--- src/rtl/core/uset_pkg.sv ---
`timescale 1ns / 1ps
`default_nettype none
// ----------------------------------------------------------------------------
// uset_pkg: shared constants and codes for the unordered set
// Table size, value width and the command and status encodings.
// ----------------------------------------------------------------------------
package uset_pkg;

    localparam int CAPACITY    = 64;
    localparam int VALUE_WIDTH = 32;
    localparam int ADDR_W      = (CAPACITY > 1) ? $clog2(CAPACITY) : 1;
    localparam int COUNT_W     = 7;
    localparam int CMD_W       = 2;
    localparam int STATUS_W    = 2;
    localparam int OUT_W       = 32;

    typedef enum logic [CMD_W-1:0] {
        CMD_ADD    = 2'd0,
        CMD_REMOVE = 2'd1,
        CMD_ENUM   = 2'd2,
        CMD_NOP    = 2'd3
    } cmd_t;

    typedef enum logic [STATUS_W-1:0] {
        ST_OK        = 2'd0,
        ST_NOT_FOUND = 2'd1,
        ST_FULL      = 2'd2,
        ST_EMPTY     = 2'd3
    } status_t;

endpackage
`default_nettype wire

--- src/rtl/core/unordered_set_swap_remove.sv ---
`timescale 1ns / 1ps
`default_nettype none
// ----------------------------------------------------------------------------
// unordered_set_swap_remove: table-backed unordered set
// Add appends, remove swaps the last entry into the matching slot, enumerate
// streams all stored values. One table read port is shared by every step.
// ----------------------------------------------------------------------------
//
// channel   | signals                                 | handshake
// ----------+-----------------------------------------+-------------------------
// command   | command, item_value                     | start high, busy low
// result    | status, out_value, item_count, last     | done strobe, one cycle
//
// Sequencing: add and the unused code finish in the accept cycle; the result
// strobes the next cycle and busy stays low. Remove scans one entry per cycle
// through the single table read port up to a miss, or up to a hit followed by a
// fetch of the last entry and a move of it into the hit slot. Enumerate emits
// one word per cycle once the registered read of the first entry is back.
// Reset clears the count, the sequencer and the done, status and last flags;
// the table is not cleared, since no entry at or above the count is ever used.
// The receiver cannot stall; each result word is valid for exactly one cycle.
// ----------------------------------------------------------------------------

module unordered_set_swap_remove
(
    input  wire logic                            clk,
    input  wire logic                            rst_n,
    input  wire logic                            start,
    output      logic                            busy,
    input  wire logic [uset_pkg::CMD_W-1:0]      command,
    input  wire logic [31:0]                     item_value,
    output      logic                            done,
    output      logic [uset_pkg::STATUS_W-1:0]   status,
    output      logic [uset_pkg::OUT_W-1:0]      out_value,
    output      logic [uset_pkg::COUNT_W-1:0]    item_count,
    output      logic                            last
);

    typedef enum logic [2:0] {
        S_IDLE,
        S_SCAN,     // remove: stream reads, compare the previous read
        S_FETCH,    // remove: read the last entry after a hit
        S_MOVE,     // remove: write last entry into the hit slot
        S_ENUM      // enumerate: stream reads, emit the previous read
    } state_t;

    localparam int AW = uset_pkg::ADDR_W;
    localparam int CW = uset_pkg::COUNT_W;
    localparam int VW = uset_pkg::VALUE_WIDTH;

    // table storage, one write and one registered read per cycle
    logic [VW-1:0] mem [uset_pkg::CAPACITY];
    logic [VW-1:0] rd_data;

    state_t             state_reg,   state_next;
    logic [CW-1:0]      cnt_reg,     cnt_next;
    logic [AW-1:0]      idx_reg,     idx_next;      // next read address
    logic [AW-1:0]      pidx_reg,    pidx_next;     // address of rd_data
    logic               pend_reg,    pend_next;     // rd_data holds a valid read
    logic [AW-1:0]      hit_reg,     hit_next;
    logic [VW-1:0]      val_reg,     val_next;
    logic               done_reg,    done_next;
    uset_pkg::status_t  status_reg,  status_next;
    logic [uset_pkg::OUT_W-1:0] outv_reg, outv_next;
    logic               last_reg,    last_next;

    logic               we;
    logic [AW-1:0]      wa;
    logic [VW-1:0]      wd;
    logic [AW-1:0]      ra;

    logic               accept;
    logic               full;
    logic [CW-1:0]      cnt_m1;
    logic               pend_is_last;
    logic [VW-1:0]      in_val;

    assign accept       = start && (state_reg == S_IDLE);
    assign full         = (cnt_reg >= CW'(uset_pkg::CAPACITY));
    assign cnt_m1       = cnt_reg - CW'(1);
    assign pend_is_last = ({{(CW-AW){1'b0}}, pidx_reg} == cnt_m1);
    assign in_val       = VW'(item_value);

    always_ff @(posedge clk)
    begin
        if (we)
        begin
            mem[wa] <= wd;
        end
        rd_data <= mem[ra];
    end

    always_comb
    begin
        state_next  = state_reg;
        cnt_next    = cnt_reg;
        idx_next    = idx_reg;
        pidx_next   = pidx_reg;
        pend_next   = pend_reg;
        hit_next    = hit_reg;
        val_next    = val_reg;
        done_next   = 1'b0;
        status_next = uset_pkg::ST_OK;
        outv_next   = '0;
        last_next   = 1'b1;
        we          = 1'b0;
        wa          = cnt_reg[AW-1:0];
        wd          = in_val;
        ra          = idx_reg;

        unique case (state_reg)
            S_IDLE:
            begin
                if (accept)
                begin
                    val_next  = in_val;
                    idx_next  = '0;
                    pend_next = 1'b0;
                    unique case (uset_pkg::cmd_t'(command))
                        uset_pkg::CMD_ADD:
                        begin
                            done_next = 1'b1;
                            if (full)
                            begin
                                status_next = uset_pkg::ST_FULL;
                            end
                            else
                            begin
                                we       = 1'b1;
                                cnt_next = cnt_reg + CW'(1);
                            end
                        end
                        uset_pkg::CMD_REMOVE:
                        begin
                            if (cnt_reg == '0)
                            begin
                                done_next   = 1'b1;
                                status_next = uset_pkg::ST_NOT_FOUND;
                            end
                            else
                            begin
                                state_next = S_SCAN;
                            end
                        end
                        uset_pkg::CMD_ENUM:
                        begin
                            if (cnt_reg == '0)
                            begin
                                done_next   = 1'b1;
                                status_next = uset_pkg::ST_EMPTY;
                            end
                            else
                            begin
                                state_next = S_ENUM;
                            end
                        end
                        default:
                        begin
                            done_next = 1'b1;
                        end
                    endcase
                end
            end

            S_SCAN:
            begin
                // keep reading ahead; reads past the count are discarded
                pend_next = 1'b1;
                pidx_next = idx_reg;
                idx_next  = idx_reg + AW'(1);
                if (pend_reg && (rd_data == val_reg))
                begin
                    hit_next   = pidx_reg;
                    cnt_next   = cnt_m1;
                    state_next = S_FETCH;
                end
                else if (pend_reg && pend_is_last)
                begin
                    done_next   = 1'b1;
                    status_next = uset_pkg::ST_NOT_FOUND;
                    state_next  = S_IDLE;
                end
            end

            S_FETCH:
            begin
                ra         = cnt_reg[AW-1:0];
                state_next = S_MOVE;
            end

            S_MOVE:
            begin
                we         = 1'b1;
                wa         = hit_reg;
                wd         = rd_data;
                done_next  = 1'b1;
                state_next = S_IDLE;
            end

            S_ENUM:
            begin
                pend_next = 1'b1;
                pidx_next = idx_reg;
                idx_next  = idx_reg + AW'(1);
                if (pend_reg)
                begin
                    done_next = 1'b1;
                    outv_next = uset_pkg::OUT_W'(rd_data);
                    last_next = pend_is_last;
                    if (pend_is_last)
                    begin
                        state_next = S_IDLE;
                    end
                end
            end

            default:
            begin
                state_next = S_IDLE;
            end
        endcase
    end

    always_ff @(posedge clk or negedge rst_n)
    begin
        if (!rst_n)
        begin
            state_reg  <= S_IDLE;
            cnt_reg    <= '0;
            pend_reg   <= 1'b0;
            done_reg   <= 1'b0;
            status_reg <= uset_pkg::ST_OK;
            last_reg   <= 1'b0;
        end
        else
        begin
            state_reg  <= state_next;
            cnt_reg    <= cnt_next;
            pend_reg   <= pend_next;
            done_reg   <= done_next;
            status_reg <= status_next;
            last_reg   <= last_next;
        end
    end

    always_ff @(posedge clk)
    begin
        idx_reg  <= idx_next;
        pidx_reg <= pidx_next;
        hit_reg  <= hit_next;
        val_reg  <= val_next;
        outv_reg <= outv_next;
    end

    assign busy       = (state_reg != S_IDLE);
    assign done       = done_reg;
    assign status     = status_reg;
    assign out_value  = outv_reg;
    assign item_count = cnt_reg;
    assign last       = last_reg;

`ifndef SYNTHESIS
    // count never exceeds the table size
    a_cnt_range: assert property (@(posedge clk) disable iff (!rst_n)
        cnt_reg <= CW'(uset_pkg::CAPACITY))
        else $error("count above capacity");

    // a full report only comes with a full table
    a_full_cnt: assert property (@(posedge clk) disable iff (!rst_n)
        (done_reg && status_reg == uset_pkg::ST_FULL)
            |-> cnt_reg == CW'(uset_pkg::CAPACITY))
        else $error("full reported below capacity");

    // a word without last is only ever an enumerate word
    a_nonlast_ok: assert property (@(posedge clk) disable iff (!rst_n)
        (done_reg && !last_reg) |-> (status_reg == uset_pkg::ST_OK && busy))
        else $error("non-final word outside enumerate");

    // a successful remove lowers the count by one
    a_rm_dec: assert property (@(posedge clk) disable iff (!rst_n)
        (state_reg == S_SCAN && state_next == S_FETCH)
            |=> cnt_reg == $past(cnt_reg) - CW'(1))
        else $error("remove hit without count decrement");
`endif

endmodule
`default_nettype wire

--- config.mk ---
export PLATFORM = sky130hd
export DESIGN_NAME = unordered_set_swap_remove
export DESIGN_NICKNAME = d
export VERILOG_FILES = /design/src/rtl/core/uset_pkg.sv /design/src/rtl/core/unordered_set_swap_remove.sv
export SDC_FILE = /design/constraint.sdc
export NUM_CORES = 2
export LEC_CHECK = 0
export ABC_AREA = 1
export BUFFER_PORTS_ARGS = -buffer_cell sky130_fd_sc_hd__buf_2
export CAP_MARGIN = 20
export CORE_ASPECT_RATIO = 2
export CORE_MARGIN = 1.5
export CORE_UTILIZATION = 40
export DETAILED_ROUTE_END_ITERATION = 10
export PLACE_DENSITY = 0.58
export SYNTH_ARGS = -nofsm -noshare
export SYNTH_HDL_FRONTEND = slang
export SYNTH_SLANG_ARGS = --single-unit
--- constraint.sdc ---
create_clock -name clk -period 12.9 [get_ports clk]
set_input_delay 3.87 -clock clk [delete_from_list [all_inputs] [get_ports clk]]
set_output_delay 3.87 -clock clk [all_outputs]
set_load 0.05 [all_outputs]
# Word level (Yosys, flattened, before mapping)
# Memory sizes are Yosys's and may differ from the RTL's. A register that Yosys moved wholly into a read port is not among the register bits.
# Cells that the tools add are included.
dict set report op_classes {
  muxes 44
  order_cmp 1
  addsub 3
  reduce_logical 17
  eq_ne 18
}
# cell count
set op_table {}
lappend op_table {{32-bit == test} 1}
lappend op_table {{32-bit two-way mux} 1}
lappend op_table {{7-bit two-way mux} 4}
lappend op_table {{3-bit two-way mux} 7}
lappend op_table {{6-bit two-way mux} 3}
lappend op_table {{1-bit two-way mux} 17}
lappend op_table {{7-bit case mux with 2 select lines} 1}
lappend op_table {{3-bit case mux with 4 select lines} 1}
lappend op_table {{6-bit case mux with 2 select lines} 1}
lappend op_table {{2-bit inequality test (second input constant)} 5}
lappend op_table {{3-bit inequality test (second input constant)} 3}
lappend op_table {{2-bit AND reduction} 4}
lappend op_table {{7-bit by 1-bit adder with 7-bit output (second input constant)} 1}
lappend op_table {{6-bit by 7-bit == test with 1-bit output} 1}
lappend op_table {{7-bit >= comparator (second input constant)} 1}
lappend op_table {{7-bit logical NOT} 1}
lappend op_table {{7-bit AND reduction} 1}
lappend op_table {{7-bit by 1-bit subtractor with 7-bit output (second input constant)} 1}
lappend op_table {{6-bit by 1-bit adder with 6-bit output (second input constant)} 1}
lappend op_table {{3-bit by 2-bit == test with 1-bit output (second input constant)} 2}
lappend op_table {{2-bit two-way mux} 3}
lappend op_table {{2-bit case mux with 3 select lines} 1}
lappend op_table {{3-bit case mux with 2 select lines} 1}
lappend op_table {{5-bit AND reduction} 1}
lappend op_table {{15 further kinds} 20}
dict set report word_totals {
  word_cells 95
  reg_bits 97
  ram_bits 2048
  in_bits 37
  mem_count 1
}
# name depth width read_ports rd_clocked_by_memory_dff wr line_no
set mem_list {}
lappend mem_list {mem 64 32 1 1 1 unordered_set_swap_remove.sv:52} ;# logic [VW-1:0] mem [uset_pkg::CAPACITY];

# Depth between registers and ports, before layout
dict set report depth {
  ltp_word 7
  ltp_mapped 15
  depth_no_buf 14
}

# Least setup slack after synthesis
# No wires, ideal clock.
dict set report synth_path {
  path_kind {in2reg}
  from {input start}
  to {memory mem[0][0] in the netlist's numbering (enable)}
  n_path_buf 0
  path_slack_ps 5753
  arrival_time_ps 6726
  stages 6
  required_time_ps 12479
  setup_ps 421
  path_cell_list {nand2_1 inv_1 nand3_1 nand2_1 nand4_1 nor2_1}
}
dict set report synth_via {
  elab_chain_len 5
}
# item line_no
set synth_rtl {}
lappend synth_rtl {{start, declared} unordered_set_swap_remove.sv:28} ;# input wire logic start,
lappend synth_rtl {{1-bit logical AND} unordered_set_swap_remove.sv:78} ;# assign accept = start && (state_reg == S_IDLE);
lappend synth_rtl {{1-bit two-way mux} unordered_set_swap_remove.sv:114} ;# if (accept)
lappend synth_rtl {{1-bit case mux with 2 select lines} unordered_set_swap_remove.sv:111} ;# unique case (state_reg)
lappend synth_rtl {{1-bit two-way mux} unordered_set_swap_remove.sv:86} ;# if (we)
lappend synth_rtl {{1-bit two-way mux (not written as such)} unordered_set_swap_remove.sv:88} ;# mem[wa] <= wd;
lappend synth_rtl {{end, declared} unordered_set_swap_remove.sv:52}
# No other way between the ends.

# Worst setup path in the final report
dict set report layout_path {
  from {input start}
  to {memory mem[32][9] in the netlist's numbering (enable)}
}
# The elaborated chain is that of the path after synthesis.

==> out/results.ini <==
[sta]
hold_violations=0
rsz0062_at_grt=no
min_period_ns=7.20
max_slew_margin=0.174
setup_violations=0
whs_ns=0.479
fin_setup_tns_ns=0
worstMarginPinSlew_ns=1.24
max_freq_ghz=0.139
drv_slew=0
fin_worst_skew_ns=0.0614
period_share=0.558

[clock_tree]
cts_hold_buf=0
cts-root-buf=clkbuf_16
cts_inserted_buffers=190
ctsLongestPathBuffers=4
clkLatencyLatePin_ns=0.86
clkSlewWorstSetupHoldPaths_ns=0.07
tritoncts=built
post_cts_resized=0
clock_sinks=2177
cts_setup_buffers=0
htree_levels=4

[routing]
firstDrtPassIters=6
wl_met1_um=104000
ant_nets=0
dr_wl_met2_um=146000
drt_iter0_markers=6040
totalWireLength_um=291000
highest-signal-layer=met5
met3_length_um=15500
wire_per_inst_um=23.5
drc=0
vias_per_cell=5.14
vias=63600

[cells_and_area]
area_delta_synth_final_pct=11.4
final_layout_size_suffix_gt1_frac=0.0669
fin_area_um2=105000
top_register=mem
num-fill-cells=21700
largest_reg_flops=2048
nets=9214

[setup_path]
crit_required_ns=13.36
cp-start-kind=primary input
critPathBufInv=3
cp_slowest_cell=nor2_4
cp_cell_sequence=buf_2 > nand2_1 > inv_2 > nand3_1 > nand2_1 > nand4_1 > buf_4 > nor2_4
critPathKind=primary input to register
crit_path_end_kind=register
cp_slowest_stage_delay_ns=0.82
crit_fanout=36
cp.arrival_ns=7.66
cpMostUsedCell=nand2_1
path_delay_family=simple AND/OR/NAND/NOR gates

[grt]
antenna_found_initial=17
grt_max_degree=200
grt_pass1_vias=61300
grt_pass1_wl_um=418000
track_usage=0.240
overflow=0

[yosys]
syn_avg_cell_area_um2=10.3
synth.most_common_cell=nand2_1
synth_seq_area_share=0.683
syn-cell-area_um2=94600
yosys-top-cells-area=edfxtp_1, nand3_1, nand2_1
yosys-top-cells-count=nand2_1, edfxtp_1, nand3_1
yosys_warnings=0
async_flop_share=0.00689
synth_top_area_share=0.666
ys.flop_type=edfxtp_1
synth_edf_count=2098
synth.distinct_cells=32
syn_nets=9256
synth_seq_cells=2177
synth_cells=9211
synth.largest_area_cell=edfxtp_1

[floorplan]
die_height_um=691
rows=252
initial_core_util=0.402
dieArea_um2=240000
ios=81
core_um2=235000
fp.dieW_um=347

[job]
drv_cap=0

[pwr]
p_per_area_nw_per_um2=131
finalPower_w=0.0138
ir_drop_mv=0.104
power_leakage_nw=44.1

[placement]
place_congestion=0.900
dpl.hpwl_um=175000
dpl_cell_area_um2=98600
io_buffers=80

[status]
status=finished, final reports clean

[worst_hold_path]
min_path_type=register to register

## path summary, 6_finish.rpt
path / startpoint / to / slack, ns / cells after the start
worst max-delay path: start / mem[32][9]$_DFFE_PP_ / 5.70 / 8
max in group asynchronous: rst_n / last$_DFF_PN0_ / 9.65 / 1
min in group asynchronous: rst_n / done$_DFF_PN0_ / 2.94 / 1
worst max register to register: item_count[0]$_DFFE_PN0P_ / rd_data[22]$_DFF_P_ / 7.23 / 12
worst min-delay path: pidx_reg[0]$_DFFE_PP_ / hit_reg[0]$_DFFE_PP_ / 0.48 / 0
worst min register to register: pidx_reg[0]$_DFFE_PP_ / hit_reg[0]$_DFFE_PP_ / 0.48 / 0
## routing by layer
metal | track usage | vias to the layer above
met1 | 0.270 | 31100
met5 | 0 | -
met2 | 0.419 | 2249
met3 | 0.0226 | 605
met4 | 0.183 | 2
li1 | - | 29600
## power by group
| group | switching (W) | internal, W |
|---|---|---|
| Combinational | 0.000173 | 0.0000183 |
| Sequential | 0 | 0.00774 |
| Clock | 0.00261 | 0.00331 |
## cells by family (layout without fill, tap and decap cells)
family	Yosys count	count (layout)	share of synthesized area
and+or+nand+nor	4485	4485	0.206
xor gates and xnor gates	26	26	0.00241
buffers and inverters	2445	2547	0.103
AOI/OAI and AO/OA	70	70	0.00388
adders and majority gates	8	8	0.00106
DFF	2177	2177	0.683
other	0	14	0
## layout make-up
type | count | area [um^2] | area share
sequential | 2177 | 64700 | 0.613
multi-input combinational | 4589 | 21100 | 0.200
inverter | 1982 | 7450 | 0.0707
clock buffer | 244 | 5160 | 0.0490
tap | 3048 | 3810 | 0.0362
timing repair buffer | 229 | 2020 | 0.0192
clock inverter | 92 | 1140 | 0.0108
antenna | 14 | 35.0 | 0.000332
## through the flow
stage	instances	setup slack [ns]	utilization
5_1_grt	12400	5.61	0.448
4_1_cts	12300	5.71	0.446
3_5_place_dp	12000	4.82	0.419
2_1_floorplan	9211	5.75	-
3_3_place_gp	12000	4.82	0.419
6_report	12400	5.70	0.448
## placed cells by master (no fill, tap or decap), drive strengths merged
cell type,count
nor2,140
clkinv,54
xnor2,14
nor3,6
or2,3
bufinv,24
diode,14
nor4,2
dfxtp,64
a31oi,1
or3,1
nand2,2285
nand3b,3
xor2,12
inv,1985
buf,229
nand3,2021
clkbuf,244
a21oi,4
clkinvlp,11
o21ai,64
edfxtp,2098
nand4,22
dfrtp,15
o32ai,1
nor3b,2
ha,8
## worst reg2reg max path, cell delays in order (launching register included)
cell and delay, ns:
dfrtp_1 0.50, inv_2 0.23, nand3_4 0.61, nand2_4 1.01
buf_12 0.71, buf_4 0.90, nand2_1 0.16, nand3_1 0.15
nand3_1 0.09, nand3_1 0.14, nand3_1 0.66, nand3_1 0.30
nand2_1 0.08
Note: power is estimated with default switching activity, not from simulation.
